===== src/rtl/nec_ir_remote_decoder_unit_assert.svh =====
// assertion macros for the decoder top module
// no dependencies; sampled on clk_i, with rst_ni as the disable of NIRD_ASSERT only
`ifndef NEC_IR_REMOTE_DECODER_UNIT_ASSERT_SVH
`define NEC_IR_REMOTE_DECODER_UNIT_ASSERT_SVH
`ifndef SYNTHESIS
`define NIRD_ASSERT(lbl, prop, msg) \
  lbl: assert property (@(posedge clk_i) disable iff (!rst_ni) prop) else $error(msg);
`define NIRD_ASSERT_RST(lbl, prop, msg) \
  lbl: assert property (@(posedge clk_i) prop) else $error(msg);
`else
`define NIRD_ASSERT(lbl, prop, msg)
`define NIRD_ASSERT_RST(lbl, prop, msg)
`endif
`endif


===== src/rtl/nird_pkg.sv =====
// types, register indexes, status codes and key table of the nec ir decoder
// no dependencies
`default_nettype none

package nird_pkg;

  localparam int TickW    = 16;
  localparam int WordW    = 32;
  localparam int CmdW     = 8;
  localparam int StatusW  = 2;
  localparam int CfgIdxW  = 2;
  localparam int CountW   = 5;
  localparam int KeyCount = 18;

  localparam logic [CfgIdxW-1:0] REG_LEADER_MIN = 2'd0;
  localparam logic [CfgIdxW-1:0] REG_ONE_MIN    = 2'd1;
  localparam logic [CfgIdxW-1:0] REG_ZERO_MIN   = 2'd2;

  localparam logic [TickW-1:0] LEADER_MIN_RST = 16'd8000;
  localparam logic [TickW-1:0] ONE_MIN_RST    = 16'd1700;
  localparam logic [TickW-1:0] ZERO_MIN_RST   = 16'd1000;

  localparam logic [StatusW-1:0] STATUS_NONE    = 2'd0;
  localparam logic [StatusW-1:0] STATUS_KNOWN   = 2'd1;
  localparam logic [StatusW-1:0] STATUS_UNKNOWN = 2'd2;
  localparam logic [StatusW-1:0] STATUS_BADCHK  = 2'd3;

  localparam logic [CmdW-1:0] CMD_NONE = 8'h00;

  localparam logic [WordW-1:0] KEY_CODE [KeyCount] = '{
    32'h00FFA25D, 32'h00FF629D, 32'h00FFE21D, 32'h00FF22DD, 32'h00FF02FD, 32'h00FFC23D,
    32'h00FFE01F, 32'h00FFA857, 32'h00FF906F, 32'h00FFB04F, 32'h00FF6897, 32'h00FF9867,
    32'h00FF38C7, 32'h00FF18E7, 32'h00FF10EF, 32'h00FF5AA5, 32'h00FF4AB5, 32'h00FF30CF
  };

  // ascii F L S R B H G T, zero for keys without action
  localparam logic [CmdW-1:0] KEY_CHAR [KeyCount] = '{
    8'h00, 8'h46, 8'h00, 8'h4C, 8'h53, 8'h52,
    8'h00, 8'h42, 8'h00, 8'h00, 8'h00, 8'h48,
    8'h47, 8'h00, 8'h00, 8'h00, 8'h00, 8'h54
  };

  typedef struct packed {
    logic [TickW-1:0] leader_min;
    logic [TickW-1:0] one_min;
    logic [TickW-1:0] zero_min;
  } thresh_t;

  typedef struct packed {
    logic             done;
    logic [WordW-1:0] word;
  } frame_t;

endpackage

`default_nettype wire


===== src/rtl/nec_ir_remote_decoder_unit.sv =====
// nec ir remote decoder top: config registers, input and result registers
// depends on nird_pkg, nird_frame, nird_keymap and the assertion macro header
//
// usage
//   in channel: one item per falling edge of the ir receiver, carrying the
//   tick count since the previous edge. out channel: one item per input
//   item with status, command character and completed frame word.
//   config channel: cfg_index_i selects leader (0), one (1) or zero (2)
//   threshold; other indexes are dropped. cfg_ready_o is always high.
//   an accepted item is held in the input register and moves through
//   classify, shift and table match into the result register.
//   throughput: one item per cycle while the out channel does not stall,
//   set by the single input register.
//   reset: thresholds return to 8000/1700/1000, frame word and bit count
//   clear, both channels come up empty.
//   stall: a held result keeps its register; one more item waits in the
//   input register, then in_ready_o drops until the result is taken.
`default_nettype none
`include "nec_ir_remote_decoder_unit_assert.svh"

module nec_ir_remote_decoder_unit
  import nird_pkg::*;
(
  input  wire logic                clk_i,
  input  wire logic                rst_ni,
  input  wire logic                cfg_valid_i,
  output logic                     cfg_ready_o,
  input  wire logic [CfgIdxW-1:0]  cfg_index_i,
  input  wire logic [TickW-1:0]    cfg_data_i,
  input  wire logic                in_valid_i,
  output logic                     in_ready_o,
  input  wire logic [TickW-1:0]    edge_interval_i,
  output logic                     out_valid_o,
  input  wire logic                out_ready_i,
  output logic [StatusW-1:0]       frame_status_o,
  output logic [CmdW-1:0]          key_command_o,
  output logic [WordW-1:0]         frame_word_o
);

  thresh_t           thresh_q;
  logic              in_valid_q;
  logic [TickW-1:0]  interval_q;
  logic              out_valid_q;
  logic [StatusW-1:0] status_q, status_d;
  logic [CmdW-1:0]   cmd_q, cmd_d;
  logic [WordW-1:0]  word_q, word_d;
  logic              advance;
  logic              in_fire;
  frame_t            frame;

  assign cfg_ready_o = 1'b1;
  assign advance     = in_valid_q && (!out_valid_q || out_ready_i);
  assign in_ready_o  = !in_valid_q || advance;
  assign in_fire     = in_valid_i && in_ready_o;

  always_ff @(posedge clk_i or negedge rst_ni) begin
    if (!rst_ni) begin
      thresh_q.leader_min <= LEADER_MIN_RST;
      thresh_q.one_min    <= ONE_MIN_RST;
      thresh_q.zero_min   <= ZERO_MIN_RST;
    end else if (cfg_valid_i) begin
      case (cfg_index_i)
        REG_LEADER_MIN: thresh_q.leader_min <= cfg_data_i;
        REG_ONE_MIN:    thresh_q.one_min    <= cfg_data_i;
        REG_ZERO_MIN:   thresh_q.zero_min   <= cfg_data_i;
        default: ;
      endcase
    end
  end

  always_ff @(posedge clk_i or negedge rst_ni) begin
    if (!rst_ni) begin
      in_valid_q <= 1'b0;
    end else if (in_ready_o) begin
      in_valid_q <= in_valid_i;
    end
  end

  always_ff @(posedge clk_i) begin
    if (in_fire) begin
      interval_q <= edge_interval_i;
    end
  end

  nird_frame u_frame (
    .clk_i      (clk_i),
    .rst_ni     (rst_ni),
    .step_i     (advance),
    .interval_i (interval_q),
    .thresh_i   (thresh_q),
    .frame_o    (frame)
  );

  nird_keymap u_keymap (
    .frame_i  (frame),
    .status_o (status_d),
    .cmd_o    (cmd_d),
    .word_o   (word_d)
  );

  always_ff @(posedge clk_i or negedge rst_ni) begin
    if (!rst_ni) begin
      out_valid_q <= 1'b0;
    end else if (advance) begin
      out_valid_q <= 1'b1;
    end else if (out_ready_i) begin
      out_valid_q <= 1'b0;
    end
  end

  always_ff @(posedge clk_i) begin
    if (advance) begin
      status_q <= status_d;
      cmd_q    <= cmd_d;
      word_q   <= word_d;
    end
  end

  assign out_valid_o    = out_valid_q;
  assign frame_status_o = status_q;
  assign key_command_o  = cmd_q;
  assign frame_word_o   = word_q;

  `NIRD_ASSERT(a_cmd_only_known,
    out_valid_o && (frame_status_o != STATUS_KNOWN) |-> key_command_o == CMD_NONE,
    "command set without a known key")
  `NIRD_ASSERT(a_word_only_done,
    out_valid_o && (frame_status_o == STATUS_NONE) |-> frame_word_o == '0,
    "frame word set without a completed frame")
  `NIRD_ASSERT(a_stall_cause,
    !in_ready_o |-> in_valid_q && out_valid_q && !out_ready_i,
    "input stalled while the result side can move")
  `NIRD_ASSERT(a_accept_loads,
    in_valid_i && in_ready_o |=> in_valid_q,
    "accepted item not held in the input register")

endmodule

`default_nettype wire


===== src/rtl/nird_frame.sv =====
// interval classifier and frame shift register with bit counter
// depends on nird_pkg
`default_nettype none

module nird_frame
  import nird_pkg::*;
(
  input  wire logic             clk_i,
  input  wire logic             rst_ni,
  input  wire logic             step_i,
  input  wire logic [TickW-1:0] interval_i,
  input  wire thresh_t          thresh_i,
  output frame_t                frame_o
);

  logic [WordW-1:0]  word_q, word_d;
  logic [CountW-1:0] count_q, count_d;
  logic              is_leader, is_one, is_zero;

  assign is_leader = interval_i > thresh_i.leader_min;
  assign is_one    = !is_leader && (interval_i > thresh_i.one_min);
  assign is_zero   = !is_leader && !is_one && (interval_i > thresh_i.zero_min);

  always_comb begin
    word_d       = word_q;
    count_d      = count_q;
    frame_o.done = 1'b0;
    if (is_leader) begin
      word_d  = '0;
      count_d = '0;
    end else if (is_one || is_zero) begin
      // first bit lands in the msb
      word_d[~count_q] = is_one;
      count_d          = count_q + CountW'(1);
      frame_o.done     = &count_q;
    end
    frame_o.word = word_d;
  end

  always_ff @(posedge clk_i or negedge rst_ni) begin
    if (!rst_ni) begin
      word_q  <= '0;
      count_q <= '0;
    end else if (step_i) begin
      word_q  <= word_d;
      count_q <= count_d;
    end
  end

endmodule

`default_nettype wire


===== src/rtl/nird_keymap.sv =====
// frame check and key table match for a completed frame
// depends on nird_pkg
`default_nettype none

module nird_keymap
  import nird_pkg::*;
(
  input  wire frame_t             frame_i,
  output logic [StatusW-1:0]      status_o,
  output logic [CmdW-1:0]         cmd_o,
  output logic [WordW-1:0]        word_o
);

  logic            check_ok;
  logic            hit;
  logic [CmdW-1:0] hit_cmd;

  assign check_ok = (~frame_i.word[7:0]) == frame_i.word[15:8];

  always_comb begin
    hit     = 1'b0;
    hit_cmd = CMD_NONE;
    for (int i = KeyCount - 1; i >= 0; i--) begin
      if (frame_i.word == KEY_CODE[i]) begin
        hit     = 1'b1;
        hit_cmd = KEY_CHAR[i];
      end
    end
  end

  always_comb begin
    status_o = STATUS_NONE;
    cmd_o    = CMD_NONE;
    word_o   = '0;
    if (frame_i.done) begin
      word_o = frame_i.word;
      if (!check_ok) begin
        status_o = STATUS_BADCHK;
      end else if (hit) begin
        status_o = STATUS_KNOWN;
        cmd_o    = hit_cmd;
      end else begin
        status_o = STATUS_UNKNOWN;
      end
    end
  end

endmodule

`default_nettype wire


===== config.mk =====
export PLATFORM = sky130hd
export DESIGN_NAME = nec_ir_remote_decoder_unit
export DESIGN_NICKNAME = d
export VERILOG_FILES = /design/src/rtl/nird_pkg.sv /design/src/rtl/nec_ir_remote_decoder_unit.sv /design/src/rtl/nird_frame.sv /design/src/rtl/nird_keymap.sv
export VERILOG_INCLUDE_DIRS = /design/src /design/src/rtl
export SDC_FILE = /design/constraint.sdc
export NUM_CORES = 1
export LEC_CHECK = 0
export BUFFER_PORTS_ARGS = -buffer_cell sky130_fd_sc_hd__buf_2
export CORE_MARGIN = 10
export CORE_UTILIZATION = 60
export CTS_CLUSTER_DIAMETER = 50
export DETAILED_ROUTE_END_ITERATION = 8
export PLACE_DENSITY = 0.9
export REMOVE_ABC_BUFFERS = 1
export SETUP_SLACK_MARGIN = 0.05
export SLEW_MARGIN = 20
export SYNTH_ARGS = -nofsm -noshare
export SYNTH_HDL_FRONTEND = slang
export SYNTH_SLANG_ARGS = --single-unit

===== constraint.sdc =====
create_clock -name clk_i -period 4.8 [get_ports clk_i]
set_input_delay 0.24 -clock clk_i [delete_from_list [all_inputs] [get_ports clk_i]]
set_output_delay 0.24 -clock clk_i [all_outputs]
set_load 0.005 [all_outputs]

---- Word-level counts from Yosys, hierarchy flattened ----
Index checks and enable logic that the tools add are counted.
cells by class
  reductions and logical operators ........ 25
  add/subtract/negate cells ............... 1
  eq/ne operators ......................... 21
  muxes and demuxes ....................... 48
  bitwise logic cells ..................... 5
  magnitude comparators ................... 5
operators by type and width
  cell                    count
  $eq A32 B24 Y1 const B  18
  $mux W7                 17
  $mux W32                2
  $gt A16 B16 Y1          3
  $bwmux W32              1
  $mux W1                 23
  $reduce_or A20 Y1       1
  $mux W5                 2
  $eq A8 B8 Y1            1
  $not A8 Y8              1
  $reduce_and A2 Y1       4
  $reduce_or A7 Y1        1
  $logic_and A1 B1 Y1     6
  $lt A5 B6 Y1 const B    1
  $reduce_or A6 Y1        1
  $add A5 B1 Y5 const B   1
  $demux W1 S5            1
  $ge A5 B1 Y1 const B    1
  $not A5 Y5              1
  $reduce_and A5 Y1       1
  $logic_not A1 Y1        4
  $mux W2                 2
  $reduce_bool A2 Y1      2
  $reduce_or A4 Y1        1
  5 further kinds         9
word-level totals
  bits in registers ....................... 145
  input port bits ......................... 39
  output and inout port bits .............. 45

---- Longest topological paths before layout ----
  word-level depth ........................ 30
  mapped depth ............................ 17
  depth with buffers taken out ............ 14

---- Cells and area by module ----
A second synthesis with hierarchy kept.
second synthesis, totals
  cell total of the unflattened synthesis .. 751
  area, all modules ....................... 8247.9 µm²
by module, submodules not included
  module                      area each (µm²)  cells each  instances  seq. area each (µm²)
  nec_ir_remote_decoder_unit  3678.5           170         1          3014.1
  nird_frame                  3678.5           455         1          925.9
  nird_keymap                 890.9            126         1          0.0

---- Worst setup path before layout ----
Ideal clock, no wire load.
  kind .................................... flip-flop to flip-flop
  start point ............................. register thresh_q[25] (netlist bit)
  end point ............................... register status_q[1] (netlist: frame_status_o[1]) (data pin)
  path slack .............................. 1.109 ns
  stages on the path, launching flop included .. 15
  path buffers ............................ 0
  required time ........................... 4.546 ns
  arrival ................................. 3.437 ns
  library setup time ...................... 0.254 ns
  period minus slack after synthesis ...... 3.691 ns
  path through ............................ dfstp_2 inv_1 ha_1 nand4_4 nor4_2 a21boi_2 a2111oi_2 or3_4 a21oi_4 or4b_4 nor4_2 o211ai_1 a21oi_2 a2111oi_2 o21a_1
between the ends
  word-level cells in the longest chain between the ends .. 29
  elaborated cells between the ends (all ways) .. 51
  those cells by class .................... order compare: 1; eq/ne: 19; mux: 25; bitwise: 1; reduce/logical: 5
RTL lines
  item                              line                               source
  start, declared                   nec_ir_remote_decoder_unit.sv:40   thresh_t thresh_q;
  $gt A16 B16 Y1 (*)                nird_frame.sv:21                   assign is_one = !is_leader && (interval_i > thresh_i.one_min);
  $logic_and A1 B1 Y1 (*)           nird_frame.sv:21
  $logic_not A1 Y1                  nird_frame.sv:22                   assign is_zero = !is_leader && !is_one && (interval_i > thresh_i.zero_min);
  $logic_and A1 B1 Y1 (2 in a row)  nird_frame.sv:22
  $logic_or A1 B1 Y1                nird_frame.sv:31                   end else if (is_one || is_zero) begin
  $mux W32                          nird_frame.sv:31
  $mux W32                          nird_frame.sv:28                   if (is_leader) begin
  $eq A32 B24 Y1                    nird_keymap.sv:24                  if (frame_i.word == KEY_CODE[i]) begin
  $mux W1 (18 in a row)             nird_keymap.sv:24
  $mux W2                           nird_keymap.sv:39                  end else if (hit) begin
  $mux W2                           nird_keymap.sv:37                  if (!check_ok) begin
  end signal, assigned              nec_ir_remote_decoder_unit.sv:113  status_q <= status_d;
  end, declared                     nec_ir_remote_decoder_unit.sv:44   logic [StatusW-1:0] status_q, status_d;
Mark *: on every way between the ends. The rest lies on a longest branch, timed or not.
A chain may end at the register's enable or synchronous reset.

---- Worst setup path in the final report ----
  start point ............................. register thresh_q[25] (netlist bit)
  end point ............................... register status_q[0] (netlist: frame_status_o[0]) (data pin)
Same word-level chain as after synthesis.

==> flow_metrics.tcl <==
set metrics [dict create \
    outcome "complete, but fails checks" \
    failed_checks "DRC" \
    drt_first_iter_violations 1124 \
    fin_cells 1164 \
    clk_path_buf_depth 2 \
    criticalPathCategory "reg -> reg" \
    coreArea_sq_mm 0.0139 \
    cap_violations 0 \
    crit_arrival_ns 4.57 \
    tns_ns 0 \
    grt_overflow 0 \
    drtAntennaViolNets 0 \
    syn-cell-area_sq_mm 0.00849 \
    grt_pass1_vias 7539 \
    tightest_slew_ns 1.00 \
    synth_area_per_cell_sq_um 9.59 \
    min_period_over_period_pct 91.4 \
    utilization_pct 71.0 \
    report.final.slew_viol_count 0 \
    final-seq-area_sq_mm 0.00388 \
    drt_pass1_iterations 9 \
    synth_top_area_share_pct 20.6 \
    dp_cells 1114 \
    fmax_mhz 228 \
    post-synth-top-area-cell "dfrtp_1" \
    reg2reg_slack_ns 0.41 \
    hold_path.class "in -> reg" \
    yosysUniqueCellTypes 86 \
    ys_async_sr_fraction_pct 60.8 \
    post_cts_buffers 0 \
    cts_root_buf "clkbuf_16" \
    clk_pin_slew_ns 0.06 \
    clkLatencyLatePin_ns 0.45 \
    die_area_sq_mm 0.0193 \
    ys_ff_latch 143 \
    final_nets 1063 \
    hpwl_microns 15800 \
    syn_inst 885 \
    finalSetupViolations 0 \
    portBuffers 80 \
    synth.area.top_cells "dfrtp_1, edfxtp_1, ha_1" \
    grt_pass1_wl_microns 38700 \
    worst_ep_required_time_ns 4.98 \
    h-tree-depth 4 \
    grtUsageTotal_pct 24.4 \
    num_rows 43 \
    worst_setup_path_end_kind "register" \
    hold_viol_final 0 \
    cts_sinks 143 \
    power_density_mw_per_mm2 386 \
    ir_drop_uv 284 \
    maxSlewHeadroom_pct 33.0 \
    antenna_found_initial 0 \
    cts_tree "yes" \
    fin_skew_ns 0.0101 \
    die_w_microns 139 \
    n_fill_cell 931 \
    wirelength_microns 24000 \
    drive_above_1_share_pct 21.3 \
    numCtsBuffers 17 \
    vias 7601 \
    num_antenna_cells 0 \
    ys_seq_area_share_pct 45.7 \
    detail_route.wl_per_cell_microns 20.7 \
    die_h_microns 139 \
    synthFlopType "dfrtp_1" \
    start_util_pct 61.2 \
    ys_warn_count 0 \
    avgViaCountPerCell 6.53 \
    leakagePower_nw 4.05 \
    synth_edf_count 56 \
    drc 13 \
    syn_to_final_growth_pct 16.0 \
    multi_input_area_sq_mm 0.00419 \
    critPathLaunchType "register" \
    place.gp.congestion 0.971 \
    hold_ws_ns 0.0397 \
    rsz0062_at_grt "false" \
    cp_max_fo 23 \
    fin_crit_ns 4.39 \
    grt_max_degree 48 \
    io_pins 84 \
]
-- repair_timing --
action	CTS	global route
hold buffers	18	0
hold endpoints to repair	48	0
gates resized for setup	0	1
endpoints found under the setup margin	0	2
-- cell type report --
cell class	count	area share (%)
Clock buffer	19	4.71
Clock inverter	13	1.61
Inverter	60	2.29
Multi-Input combinational cell	634	42.5
Sequential cell	143	39.4
Tap cell	180	2.29
Timing Repair Buffer	115	7.22
-- power breakdown --
part	total [mW]	leakage, nW	switching [mW]	internal, mW
clock	1.40	0.298	0.537	0.860
combinational	0.909	2.11	0.600	0.309
sequential	1.50	1.64	0.0791	1.42
-- state kept, by name (all words and copies together) (netlist names), 2 cells and up --
| signal | count |
|---|---|
| thresh_q | 48 |
| u_frame.count_q | 5 |
| frame_status_o | 2 |
| frame_word_o | 32 |
| u_frame.word_q | 32 |
| key_command_o | 6 |
| interval_q | 16 |
-- cells in the mapped netlist (3+ instances only) --
library cell	count
o22ai_1	4
o21a_1	7
buf_2	9
nor3_1	10
buf_6	3
a32oi_1	3
nor2_1	48
edfxtp_1	56
nand3_1	31
nand3b_1	5
nor4_1	5
o21ai_1	5
clkbuf_1	31
and3_1	9
a211oi_1	3
xnor2_1	3
o21ai_0	106
a31oi_1	7
nor2b_1	7
a32o_1	9
a21oi_1	67
and2_1	21
buf_4	3
inv_1	60
ha_1	53
a22o_1	5
buf_1	3
a21o_1	3
nand4_1	8
a22oi_1	5
mux2_2	33
dfrtp_1	70
nand2_1	91
dfstp_2	17
nand2b_1	6
o31ai_1	10
-- metal layers --
layer  wire length, microns  share of wire (%)  GRT usage, %  vias up
met5                      0                  0             0        -
li1                       -                  -             -     3385
met4                    882                3.7          12.0        0
met1                   9190                 38          29.3     3565
met3                   2670                 11          7.74       98
met2                  11300                 47          38.8      553
-- critical path, stage by stage (launching register included) --
cell and delay [ns]:
dfstp_2 0.54, inv_1 0.05, ha_1 0.35, nand4_4 0.12
nor4_2 0.37, a21boi_2 0.30, a2111o_1 0.28, nand2_2 0.36
nor4_1 0.52, a31o_2 0.21, nor2_1 0.07, or4_1 0.52
o31ai_1 0.31, o21ai_1 0.11
-- placed cells by master, fill, tap and decap left out, types with 18 or more instances in the layout --
cell           instances
nor2_1                47
mux2_2                33
inv_1                 59
buf_2                 79
edfxtp_1              56
o21ai_0              106
ha_1                  53
and2_1                21
dlygate4sd3_1         18
dfrtp_1               70
nand3_1               31
nand2_1               91
clkbuf_16             18
buf_4                 18
a21oi_1               67
-- metrics by stage --
| step | area, sq um | setup slack [ns] | total power [mW] |
|---|---|---|---|
| after global routing | 9850 | 0.211 | 3.94 |
| after global placement | 9030 | 0.600 | 2.30 |
| after CTS | 9830 | 0.430 | 3.76 |
| after detailed placement | 9030 | 0.513 | 2.35 |
| after floorplan | 8260 | 0.418 | 2.03 |
| final | 9850 | 0.413 | 3.81 |
-- final timing paths --
path | start | end | depth (start not counted)
setup / recovery | thresh_q[25] | frame_status_o[0] | 13
hold / removal | cfg_data_i[3] | thresh_q[35] | 3
setup reg to reg | thresh_q[25] | frame_status_o[0] | 13
hold reg to reg | u_frame.word_q[16] | u_frame.word_q[16] | 2
max in group asynchronous | rst_ni | u_frame.word_q[10] | 3
min in group asynchronous | rst_ni | thresh_q[12] | 2
-- cells by family (layout without fill, tap and decap cells) --
family | count (synthesis) | count (layout) | share of synthesized area, %
AO/OA/AOI/OAI | 270 | 270 | 19.9
AND/OR/NAND/NOR | 268 | 268 | 16.0
flip-flops | 143 | 143 | 45.7
buffers and inverters | 109 | 207 | 5.35
adder cells (fa/ha/maj) | 53 | 53 | 7.81
multiplexers | 35 | 35 | 4.61
XOR/XNOR | 5 | 5 | 0.516
other | 2 | 3 | 0.0885
Note: power is estimated with default switching activity, not from simulation.
